File: src/multi_channel_led_blinker_assert.svh
// Assertion macros shared by the RTL.
// Compile with ASSERT_OFF defined to remove all checks.
`ifndef MULTI_CHANNEL_LED_BLINKER_ASSERT_SVH
`define MULTI_CHANNEL_LED_BLINKER_ASSERT_SVH

`ifndef ASSERT_OFF
// property that must hold at every clock edge outside reset
`define MCLB_ASSERT(lbl, clk, rst_n, prop) \
    lbl: assert property (@(posedge clk) disable iff (!rst_n) (prop)) \
        else $error("mclb assertion failed");
// antecedent in this cycle implies consequent in the next one
`define MCLB_ASSERT_NEXT(lbl, clk, rst_n, ante, cons) \
    lbl: assert property (@(posedge clk) disable iff (!rst_n) (ante) |=> (cons)) \
        else $error("mclb assertion failed");
`else
`define MCLB_ASSERT(lbl, clk, rst_n, prop)
`define MCLB_ASSERT_NEXT(lbl, clk, rst_n, ante, cons)
`endif

`endif

File: src/mclb_pkg.sv
`default_nettype none

package mclb_pkg;

    // number of LED channels and width of the time values
    localparam int CHANNELS     = 4;
    localparam int TIME_BITS    = 16;
    localparam int ELAPSED_BITS = TIME_BITS + 1;
    // channels that appear in the 4-bit result fields
    localparam int OUT_CH       = (CHANNELS < 4) ? CHANNELS : 4;

    // command codes
    localparam logic [2:0] CMD_TICK  = 3'd0;
    localparam logic [2:0] CMD_OFF   = 3'd1;
    localparam logic [2:0] CMD_ON    = 3'd2;
    localparam logic [2:0] CMD_TOG   = 3'd3;
    localparam logic [2:0] CMD_BLINK = 3'd4;

    typedef logic [TIME_BITS-1:0]    t_time;
    typedef logic [ELAPSED_BITS-1:0] t_elapsed;

    typedef struct packed {
        logic [2:0]  command;
        logic [1:0]  channel;
        logic [15:0] on_time;
        logic [15:0] blink_period;
        logic [15:0] repeat_count;
    } t_req;

    typedef struct packed {
        logic [3:0] led_levels;
        logic [3:0] blink_active;
    } t_rsp;

endpackage

`default_nettype wire

File: src/multi_channel_led_blinker.sv
// Four-channel LED blink controller. Each request is a tick or a command
// (off, on, toggle, start blink) aimed at one channel; every request yields
// exactly one response carrying all LED levels and blink-active flags after
// that request took effect. Requests pass an input register, then the
// per-channel counter/compare logic that updates the channel state and
// loads the response register, so one request is accepted every cycle while
// responses are taken, and each response is held in that register until taken. The input
// stage keeps accepting while a response waits, until both registers are full.
`default_nettype none

`include "multi_channel_led_blinker_assert.svh"

module multi_channel_led_blinker (
    input  wire logic          i_clk,
    input  wire logic          i_rst_n,
    input  wire logic          i_req_valid,
    output logic               o_req_ready,
    input  wire mclb_pkg::t_req i_req,
    output logic               o_rsp_valid,
    input  wire logic          i_rsp_ready,
    output mclb_pkg::t_rsp     o_rsp
);

    // input stage
    logic            r_in_valid;
    mclb_pkg::t_req  r_in;
    logic            w_adv;

    // per-channel state
    logic                      r_level   [mclb_pkg::CHANNELS];
    mclb_pkg::t_time           r_lit     [mclb_pkg::CHANNELS];
    mclb_pkg::t_time           r_cycle   [mclb_pkg::CHANNELS];
    mclb_pkg::t_time           r_rep     [mclb_pkg::CHANNELS];
    mclb_pkg::t_elapsed        r_elapsed [mclb_pkg::CHANNELS];
    logic                      n_level   [mclb_pkg::CHANNELS];
    mclb_pkg::t_time           n_lit     [mclb_pkg::CHANNELS];
    mclb_pkg::t_time           n_cycle   [mclb_pkg::CHANNELS];
    mclb_pkg::t_time           n_rep     [mclb_pkg::CHANNELS];
    mclb_pkg::t_elapsed        n_elapsed [mclb_pkg::CHANNELS];

    // tick helpers
    mclb_pkg::t_elapsed        w_e_inc   [mclb_pkg::CHANNELS];
    mclb_pkg::t_time           w_rep_dec [mclb_pkg::CHANNELS];

    // output stage
    logic            r_out_valid;
    mclb_pkg::t_rsp  r_out;
    mclb_pkg::t_rsp  n_out;

    // handshake: stage 1 moves on when stage 2 is free or being drained
    assign w_adv       = r_in_valid && (!r_out_valid || i_rsp_ready);
    assign o_req_ready = !r_in_valid || w_adv;
    assign o_rsp_valid = r_out_valid;
    assign o_rsp       = r_out;

    always_ff @(posedge i_clk) begin
        if (!i_rst_n) begin
            r_in_valid  <= 1'b0;
            r_out_valid <= 1'b0;
        end else begin
            if (o_req_ready) begin
                r_in_valid <= i_req_valid;
            end
            if (w_adv) begin
                r_out_valid <= 1'b1;
            end else if (i_rsp_ready) begin
                r_out_valid <= 1'b0;
            end
        end
    end

    always_ff @(posedge i_clk) begin
        if (o_req_ready && i_req_valid) begin
            r_in <= i_req;
        end
        if (w_adv) begin
            r_out <= n_out;
        end
    end

    // saturating increment and repeat decrement per channel
    always_comb begin
        for (int c = 0; c < mclb_pkg::CHANNELS; c++) begin
            w_e_inc[c]   = (r_elapsed[c] == '1) ? r_elapsed[c]
                                                : r_elapsed[c] + mclb_pkg::ELAPSED_BITS'(1);
            w_rep_dec[c] = r_rep[c] - mclb_pkg::TIME_BITS'(1);
        end
    end

    // next channel state
    always_comb begin
        for (int c = 0; c < mclb_pkg::CHANNELS; c++) begin
            n_level[c]   = r_level[c];
            n_lit[c]     = r_lit[c];
            n_cycle[c]   = r_cycle[c];
            n_rep[c]     = r_rep[c];
            n_elapsed[c] = r_elapsed[c];
            if (r_in.command == mclb_pkg::CMD_TICK) begin
                if (r_cycle[c] != '0) begin
                    n_elapsed[c] = w_e_inc[c];
                    if (w_e_inc[c] > mclb_pkg::ELAPSED_BITS'(r_cycle[c])) begin
                        // end of a blink cycle
                        if (r_rep[c] != '0) begin
                            n_rep[c] = w_rep_dec[c];
                        end
                        if (r_rep[c] == mclb_pkg::TIME_BITS'(1)) begin
                            n_cycle[c] = '0;
                        end else begin
                            n_level[c]   = 1'b1;
                            n_elapsed[c] = '0;
                        end
                    end else if (w_e_inc[c] > mclb_pkg::ELAPSED_BITS'(r_lit[c])) begin
                        n_level[c] = 1'b0;
                    end
                end
            end else if (int'(r_in.channel) == c) begin
                case (r_in.command)
                    mclb_pkg::CMD_OFF: n_level[c] = 1'b0;
                    mclb_pkg::CMD_ON:  n_level[c] = 1'b1;
                    mclb_pkg::CMD_TOG: n_level[c] = !r_level[c];
                    mclb_pkg::CMD_BLINK: begin
                        n_level[c]   = 1'b1;
                        n_lit[c]     = mclb_pkg::TIME_BITS'(r_in.on_time);
                        n_cycle[c]   = mclb_pkg::TIME_BITS'(r_in.blink_period);
                        n_rep[c]     = mclb_pkg::TIME_BITS'(r_in.repeat_count);
                        n_elapsed[c] = '0;
                    end
                    default: ;
                endcase
            end
        end
    end

    // response from the updated state
    always_comb begin
        n_out = '0;
        for (int c = 0; c < mclb_pkg::OUT_CH; c++) begin
            n_out.led_levels[c]   = n_level[c];
            n_out.blink_active[c] = (n_cycle[c] != '0);
        end
    end

    // channel state registers
    always_ff @(posedge i_clk) begin
        if (!i_rst_n) begin
            for (int c = 0; c < mclb_pkg::CHANNELS; c++) begin
                r_level[c]   <= 1'b0;
                r_lit[c]     <= '0;
                r_cycle[c]   <= '0;
                r_rep[c]     <= '0;
                r_elapsed[c] <= '0;
            end
        end else if (w_adv) begin
            for (int c = 0; c < mclb_pkg::CHANNELS; c++) begin
                r_level[c]   <= n_level[c];
                r_lit[c]     <= n_lit[c];
                r_cycle[c]   <= n_cycle[c];
                r_rep[c]     <= n_rep[c];
                r_elapsed[c] <= n_elapsed[c];
            end
        end
    end

    // checks
    `MCLB_ASSERT_NEXT(a_fill_out, i_clk, i_rst_n, r_in_valid && !r_out_valid, r_out_valid)
    `MCLB_ASSERT_NEXT(a_hold_state, i_clk, i_rst_n, !w_adv, $stable(r_cycle[0]) && $stable(r_level[0]))
    `MCLB_ASSERT(a_rsp_matches, i_clk, i_rst_n,
        o_rsp_valid |-> (o_rsp.blink_active[0] == (r_cycle[0] != '0)))

    for (genvar g = 0; g < mclb_pkg::CHANNELS; g++) begin : g_chk
        `MCLB_ASSERT(a_elapsed_bound, i_clk, i_rst_n,
            (r_cycle[g] != '0) |-> (r_elapsed[g] <= mclb_pkg::ELAPSED_BITS'(r_cycle[g])))
    end

endmodule

`default_nettype wire
File: config.mk
export PLATFORM = sky130hd
export DESIGN_NAME = multi_channel_led_blinker
export DESIGN_NICKNAME = d
export VERILOG_FILES = /design/src/mclb_pkg.sv /design/src/multi_channel_led_blinker.sv
export VERILOG_INCLUDE_DIRS = /design/src /design/src/src
export SDC_FILE = /design/constraint.sdc
export NUM_CORES = 1
export LEC_CHECK = 0
export BUFFER_PORTS_ARGS = -buffer_cell sky130_fd_sc_hd__buf_2
export CORE_UTILIZATION = 50
export DETAILED_ROUTE_END_ITERATION = 8
export GPL_TIMING_DRIVEN = 0
export PLACE_DENSITY = 0.67
export SKIP_LAST_GASP = 1
export SYNTH_ARGS = -nofsm -noshare
export SYNTH_HDL_FRONTEND = slang
export SYNTH_SLANG_ARGS = --single-unit
File: constraint.sdc
create_clock -name i_clk -period 4.5 [get_ports i_clk]
set_input_delay 1.125 -clock i_clk [delete_from_list [all_inputs] [get_ports i_clk]]
set_output_delay 1.125 -clock i_clk [all_outputs]
set_load 0.005 [all_outputs]
-- Word-level counts from Yosys, hierarchy flattened
Memory sizes are Yosys's and may differ from the RTL's.
Cells that the tools add are included.
- memories: 5
- memory bits (read-only): 0
- latch bits: 0
- bits in writable memories: 264
- bits in registers: 63
- div/mod/pow operators: 0
- $add $sub $neg: 8
- mux-type cells: 142
- equality and inequality tests: 15
- multiply operators: 0
- $lt $le $gt $ge: 8
- shift-type cells: 0
- reductions and logical operators: 26
- bitwise logic cells: 20
- memories (memory ; depth ; width ; read ports ; clocked after Yosys merged registers in ; write ports ; RTL line ; RTL):
    r_elapsed ; 4 ; 17 ; 4 ; 0 ; 4 ; multi_channel_led_blinker.sv:34 ; mclb_pkg::t_elapsed r_elapsed [mclb_pkg::CHANNELS];
    r_cycle ; 4 ; 16 ; 4 ; 0 ; 4 ; multi_channel_led_blinker.sv:32 ; mclb_pkg::t_time r_cycle [mclb_pkg::CHANNELS];
    r_lit ; 4 ; 16 ; 4 ; 0 ; 4 ; multi_channel_led_blinker.sv:31 ; mclb_pkg::t_time r_lit [mclb_pkg::CHANNELS];
    r_rep ; 4 ; 16 ; 4 ; 0 ; 4 ; multi_channel_led_blinker.sv:33 ; mclb_pkg::t_time r_rep [mclb_pkg::CHANNELS];
    r_level ; 4 ; 1 ; 4 ; 0 ; 4 ; multi_channel_led_blinker.sv:30 ; logic r_level [mclb_pkg::CHANNELS];
- operators by type and width (kind ; number):
    $mux 16 ; 72
    $mux 17 ; 32
    $reduce_bool 16->1 ; 12
    $gt 17x16->1 ; 8
    $add 17x1->17 const B ; 4
    $eq 17x17->1 const B ; 4
    $eq 16x1->1 const B ; 4
    $sub 16x1->16 const B ; 4
    $mux 1 ; 34
    $or 1x1->1 ; 20
    $pmux 1 s3 ; 4
    $eq 3x2->1 const B ; 2
    $logic_not 1->1 ; 6
    $eq 2x2->1 const B ; 2
    $eq 3x1->1 const B ; 1
    $eq 3x3->1 const B ; 1
    $logic_not 3->1 ; 1
    $eq 2x1->1 const B ; 1
    $logic_and 1x1->1 ; 2
    $logic_not 2->1 ; 1
    $logic_or 1x1->1 ; 2
    $reduce_bool 2->1 ; 1
    $reduce_or 2->1 ; 1

-- Longest topological paths before layout
- depth after elaboration: 8
- gate-level depth with buffers: 16
- depth with buffers taken out: 15

-- Least setup slack after synthesis
No wires, ideal clock.
- kind: input to register
- start: input port i_rsp_ready
- end: memory r_rep[3][0] (netlist bit), enable pin
- path buffers: 2
- setup time: 390 ps
- stages: 7
- path slack: 345 ps
- data arrival time: 3765 ps
- path through: nor2b_1 -> nand2b_1 -> clkbuf_1 -> nor2_1 -> clkbuf_1 -> a31oi_1 -> nor2b_1
- RTL lines (what ; RTL line ; RTL):
    start: declaration ; multi_channel_led_blinker.sv:20 ; input wire logic i_rsp_ready,
    end: declaration ; multi_channel_led_blinker.sv:33 ;

==> results.md <==
- Synthesized flop and latch total: roughly 330
- Placed instance count: 2,185
- Clk slew on worst S/H paths: 0.06 ns
- Final setup viols: 0
- Layout cells sized above 1: 0.130
- P&R area growth vs syn: 13.6%
- Initial drt markers: 1,045
- Pin count of the biggest net entering global routing: 67
- CP arrival: about 4.6 ns
- Synth warn: 0
- # DRC: 0
- DIE HEIGHT: 194 um
- Crit start category: register
- RSZ-0062 raised after global routing: false
- Register-to-Register Path Depth: 16
- Hold Path Class: reg -> reg
- RR Endpoint: r_cycle[1][7]$_SDFFCE_PN0P_
- Register area share after synthesis: 0.531
- Post-Route WL: 47.6 mm
- Syn Std Cell Area: 18,400 um2
- Starting utilization of the core area: 0.512
- Fmax: 234 MHz
- Most common flop cell mapped by yosys: edfxtp_1
- Clock period minus worst slack: approximately 4.3 ns
- Nets: 1,963
- Cells after Synth: 1,650
- Vias per cell: 5.95
- PnR worst setup slack: between 0.2 and 0.25 ns
- CP startpoint: r_elapsed[1][0]$_SDFFCE_PN0P_
- Maxcap violations: 0
- Root Buffer Master: clkbuf_16
- R2R Path Start: r_elapsed[1][0]$_SDFFCE_PN0P_
- Io pins: between 60 and 70
- Buffers on Ports: 66
- Tot GR Track Use: 0.255
- CTS Buf Count: 38
- Drt wl/cell: roughly 21 um
- Leakage: ~8.1 nW
- Routability Congestion: 0.901
- Longest Clk Path Bufs: 3
- Worst Path Required: 4.81 ns
- Setup crit end: r_cycle[1][7]$_SDFFCE_PN0P_
- Worst Setup Path Type: reg -> reg
- Initial antenna violation count: 0
- Max_slew headroom: 0.273
- CTS tree: done
- # hold bufs at CTS: 0
- Cell Count, Final, Fillers Out: 2,256
- Clock sink total: 327
- Antenna Nets Post-Route: 0
- Worst skew pair latency: ~0.57 ns
- Die area: 37,600 um2
- Post-Syn Nets: around 1,800
- Worst-path fanout max: 10
- Hold path depth: 2
- Ant diodes: 0
- Max Clock Skew: 0.0297 ns
- Vias in the first global route: between 10,000 and 15,000
- Drt first pass iters: 5
- First-pass GRT wire length: 73.6 mm
- Number of synthesized flops with an enable pin: 322
- Final period utilization: 0.951
- Core Region: 35,900 um2
- Die W: 194 um
- Final Max Tran Viols: 0
- Rows: slightly below 70
- Crit. End Element: register
- Synth cell types: 78
- Worst IR Drop VDD: 0.341 mV
- Post-DP HPWL: 35.4 mm
- Fin. Hold Viols: 0
- Cell Pwr Density: around 370 nW/um2
- Average size of a mapped cell: 11.2 um2
- H-Tree Depth: 2
- FF-to-FF setup slack: 0.22 ns
- Grt ovf: 0
- Async set or reset register ratio after synthesis: 0
- Dpl ws: -0.400 ns
- Vias: 13,423
- Worst-Margin Slew: 1.09 ns
- Status: finished, final reports clean
-- report_power, final --
part / internal [mW] / switching (mW)
Combinational: 0.304 / 0.476
Clock: 1.93 / 1.30
Sequential: 3.54 / 0.163
Total: 5.77 / 1.94
-- routing by layer --
layer	global-route usage	routed length (um)	share of wire
met1	0.344	20300	0.43
met2	0.406	21700	0.45
met3	0.0430	3890	0.082
met4	0.109	1800	0.038
met5	0	0	0
-- how the worst min path moves through the flow --
stage | from | endpoint | slack (ns)
after global routing | r_in_valid$_SDFFE_PN0N_ | o_rsp_valid$_SDFFE_PN0P_ | 0.55
after global placement | r_in_valid$_SDFFE_PN0N_ | o_rsp_valid$_SDFFE_PN0P_ | 0.50
after CTS | r_in_valid$_SDFFE_PN0N_ | o_rsp_valid$_SDFFE_PN0P_ | 0.52
after floorplan | r_in_valid$_SDFFE_PN0N_ | o_rsp_valid$_SDFFE_PN0P_ | 0.49
final | r_in_valid$_SDFFE_PN0N_ | o_rsp_valid$_SDFFE_PN0P_ | 0.52
after detailed placement | r_in_valid$_SDFFE_PN0N_ | o_rsp_valid$_SDFFE_PN0P_ | 0.51
-- timing repair --
item | CTS | global route
buffers inserted | 0 | 2
endpoints found under the setup margin | 84 | 164
resized for setup | 7 | 18
endpoints found under the hold margin | 0 | 0
pin swaps | 0 | 1
-- synthesized netlist by cell type (5+ instances only) --
master    count  area, um2
a21o_1       24        180
buf_2         7       35.0
a22o_1       24        210
nor3_2        5       50.1
inv_1       151        567
xnor2_1      81        709
or3_1         6       37.5
edfxtp_1    322       9670
nor3_1       29        145
a31oi_1      12       75.1
and2_1        7       43.8
nor2b_1      53        332
or2_2         6       37.5
o211ai_1      8       60.1
clkbuf_1     27        101
nand4_1      51        319
and3_1       51        319
ha_1        140       1750
o21ai_0      50        250
nand3_1      48        240
a211oi_1      9       67.6
nor2b_2      10       87.6
a22o_2        8       80.1
nor2_1       80        300
o21a_1        7       52.6
dfxtp_1       5        100
a21oi_1     140        701
nand2_1     130        488
xor2_1       26        228
buf_6         5       56.3
nand2b_1      9       56.3
nor4_1       30        188
-- worst max-delay path, stage by stage (launching register included) --
cell	delay (ns)
edfxtp_1	0.41
ha_1	0.26
and3_1	0.23
nand4_1	0.14
and4_1	0.20
clkbuf_1	0.24
nand2_1	0.11
xnor2_1	0.45
ha_1	0.23
nand2_1	0.08
nor4_2	0.33
o31ai_1	0.13
o211ai_1	0.16
a21oi_4	0.19
o31a_4	0.45
buf_6	0.16
a22o_2	0.25
-- sequential cells by signal (all words and copies together) (netlist names) --
register,cells
r_elapsed,68
r_in,53
o_rsp_valid,1
r_cycle,64
r_in_valid,1
r_level,4
r_lit,64
o_rsp,8
r_rep,64
-- cell type report --
class                   count  area [um2]
fillers                  2994       15000
flip-flops and latches    327        9770
multi-input cells        1129        8010
clock buffers              48        1030
well taps                 461         577
inverters                 152         571
repair buffers             76         468
clock inverters            21         277
plain buffers              42         209
-- layout by cell type (no fill, tap or decap), types with 26 or more instances in the layout --
cell type	instances
buf_2	73
a21oi_1	136
edfxtp_1	322
xnor2_1	72
nand2_1	129
clkbuf_1	33
nand4_1	51
and3_1	51
nor2_1	80
nand3_1	47
ha_1	140
nor4_1	30
xor2_1	26
inv_1	151
nor2b_1	51
o21ai_0	46
clkbuf_16	38
nor3_1	28
-- stage by stage --
step                      setup TNS (ns)  cell area [um2]  power (mW)   util  hold WS [ns]
after floorplan                        0            18400        4.23      -         0.487
after global placement            -82.95            19300        4.48  0.538         0.504
after detailed placement          -12.61            19400        4.52  0.541         0.512
after CTS                              0            20800        7.74  0.579         0.523
after global routing                   0            20900        7.97  0.582         0.547
final                                  0            20900        7.71  0.582         0.523
-- kinds of logic after synthesis --
group | count (synthesis) | synth area share
adder cells (fa/ha/maj) | 142 | 0.0963
flip-flops | 327 | 0.531
AO/OA/AOI/OAI | 323 | 0.111
buffers and inverters | 194 | 0.0424
XOR/XNOR | 107 | 0.0509
multiplexers | 6 | 0.00354
AND/OR/NAND/NOR | 551 | 0.165
(Power assumes the default switching activity.)
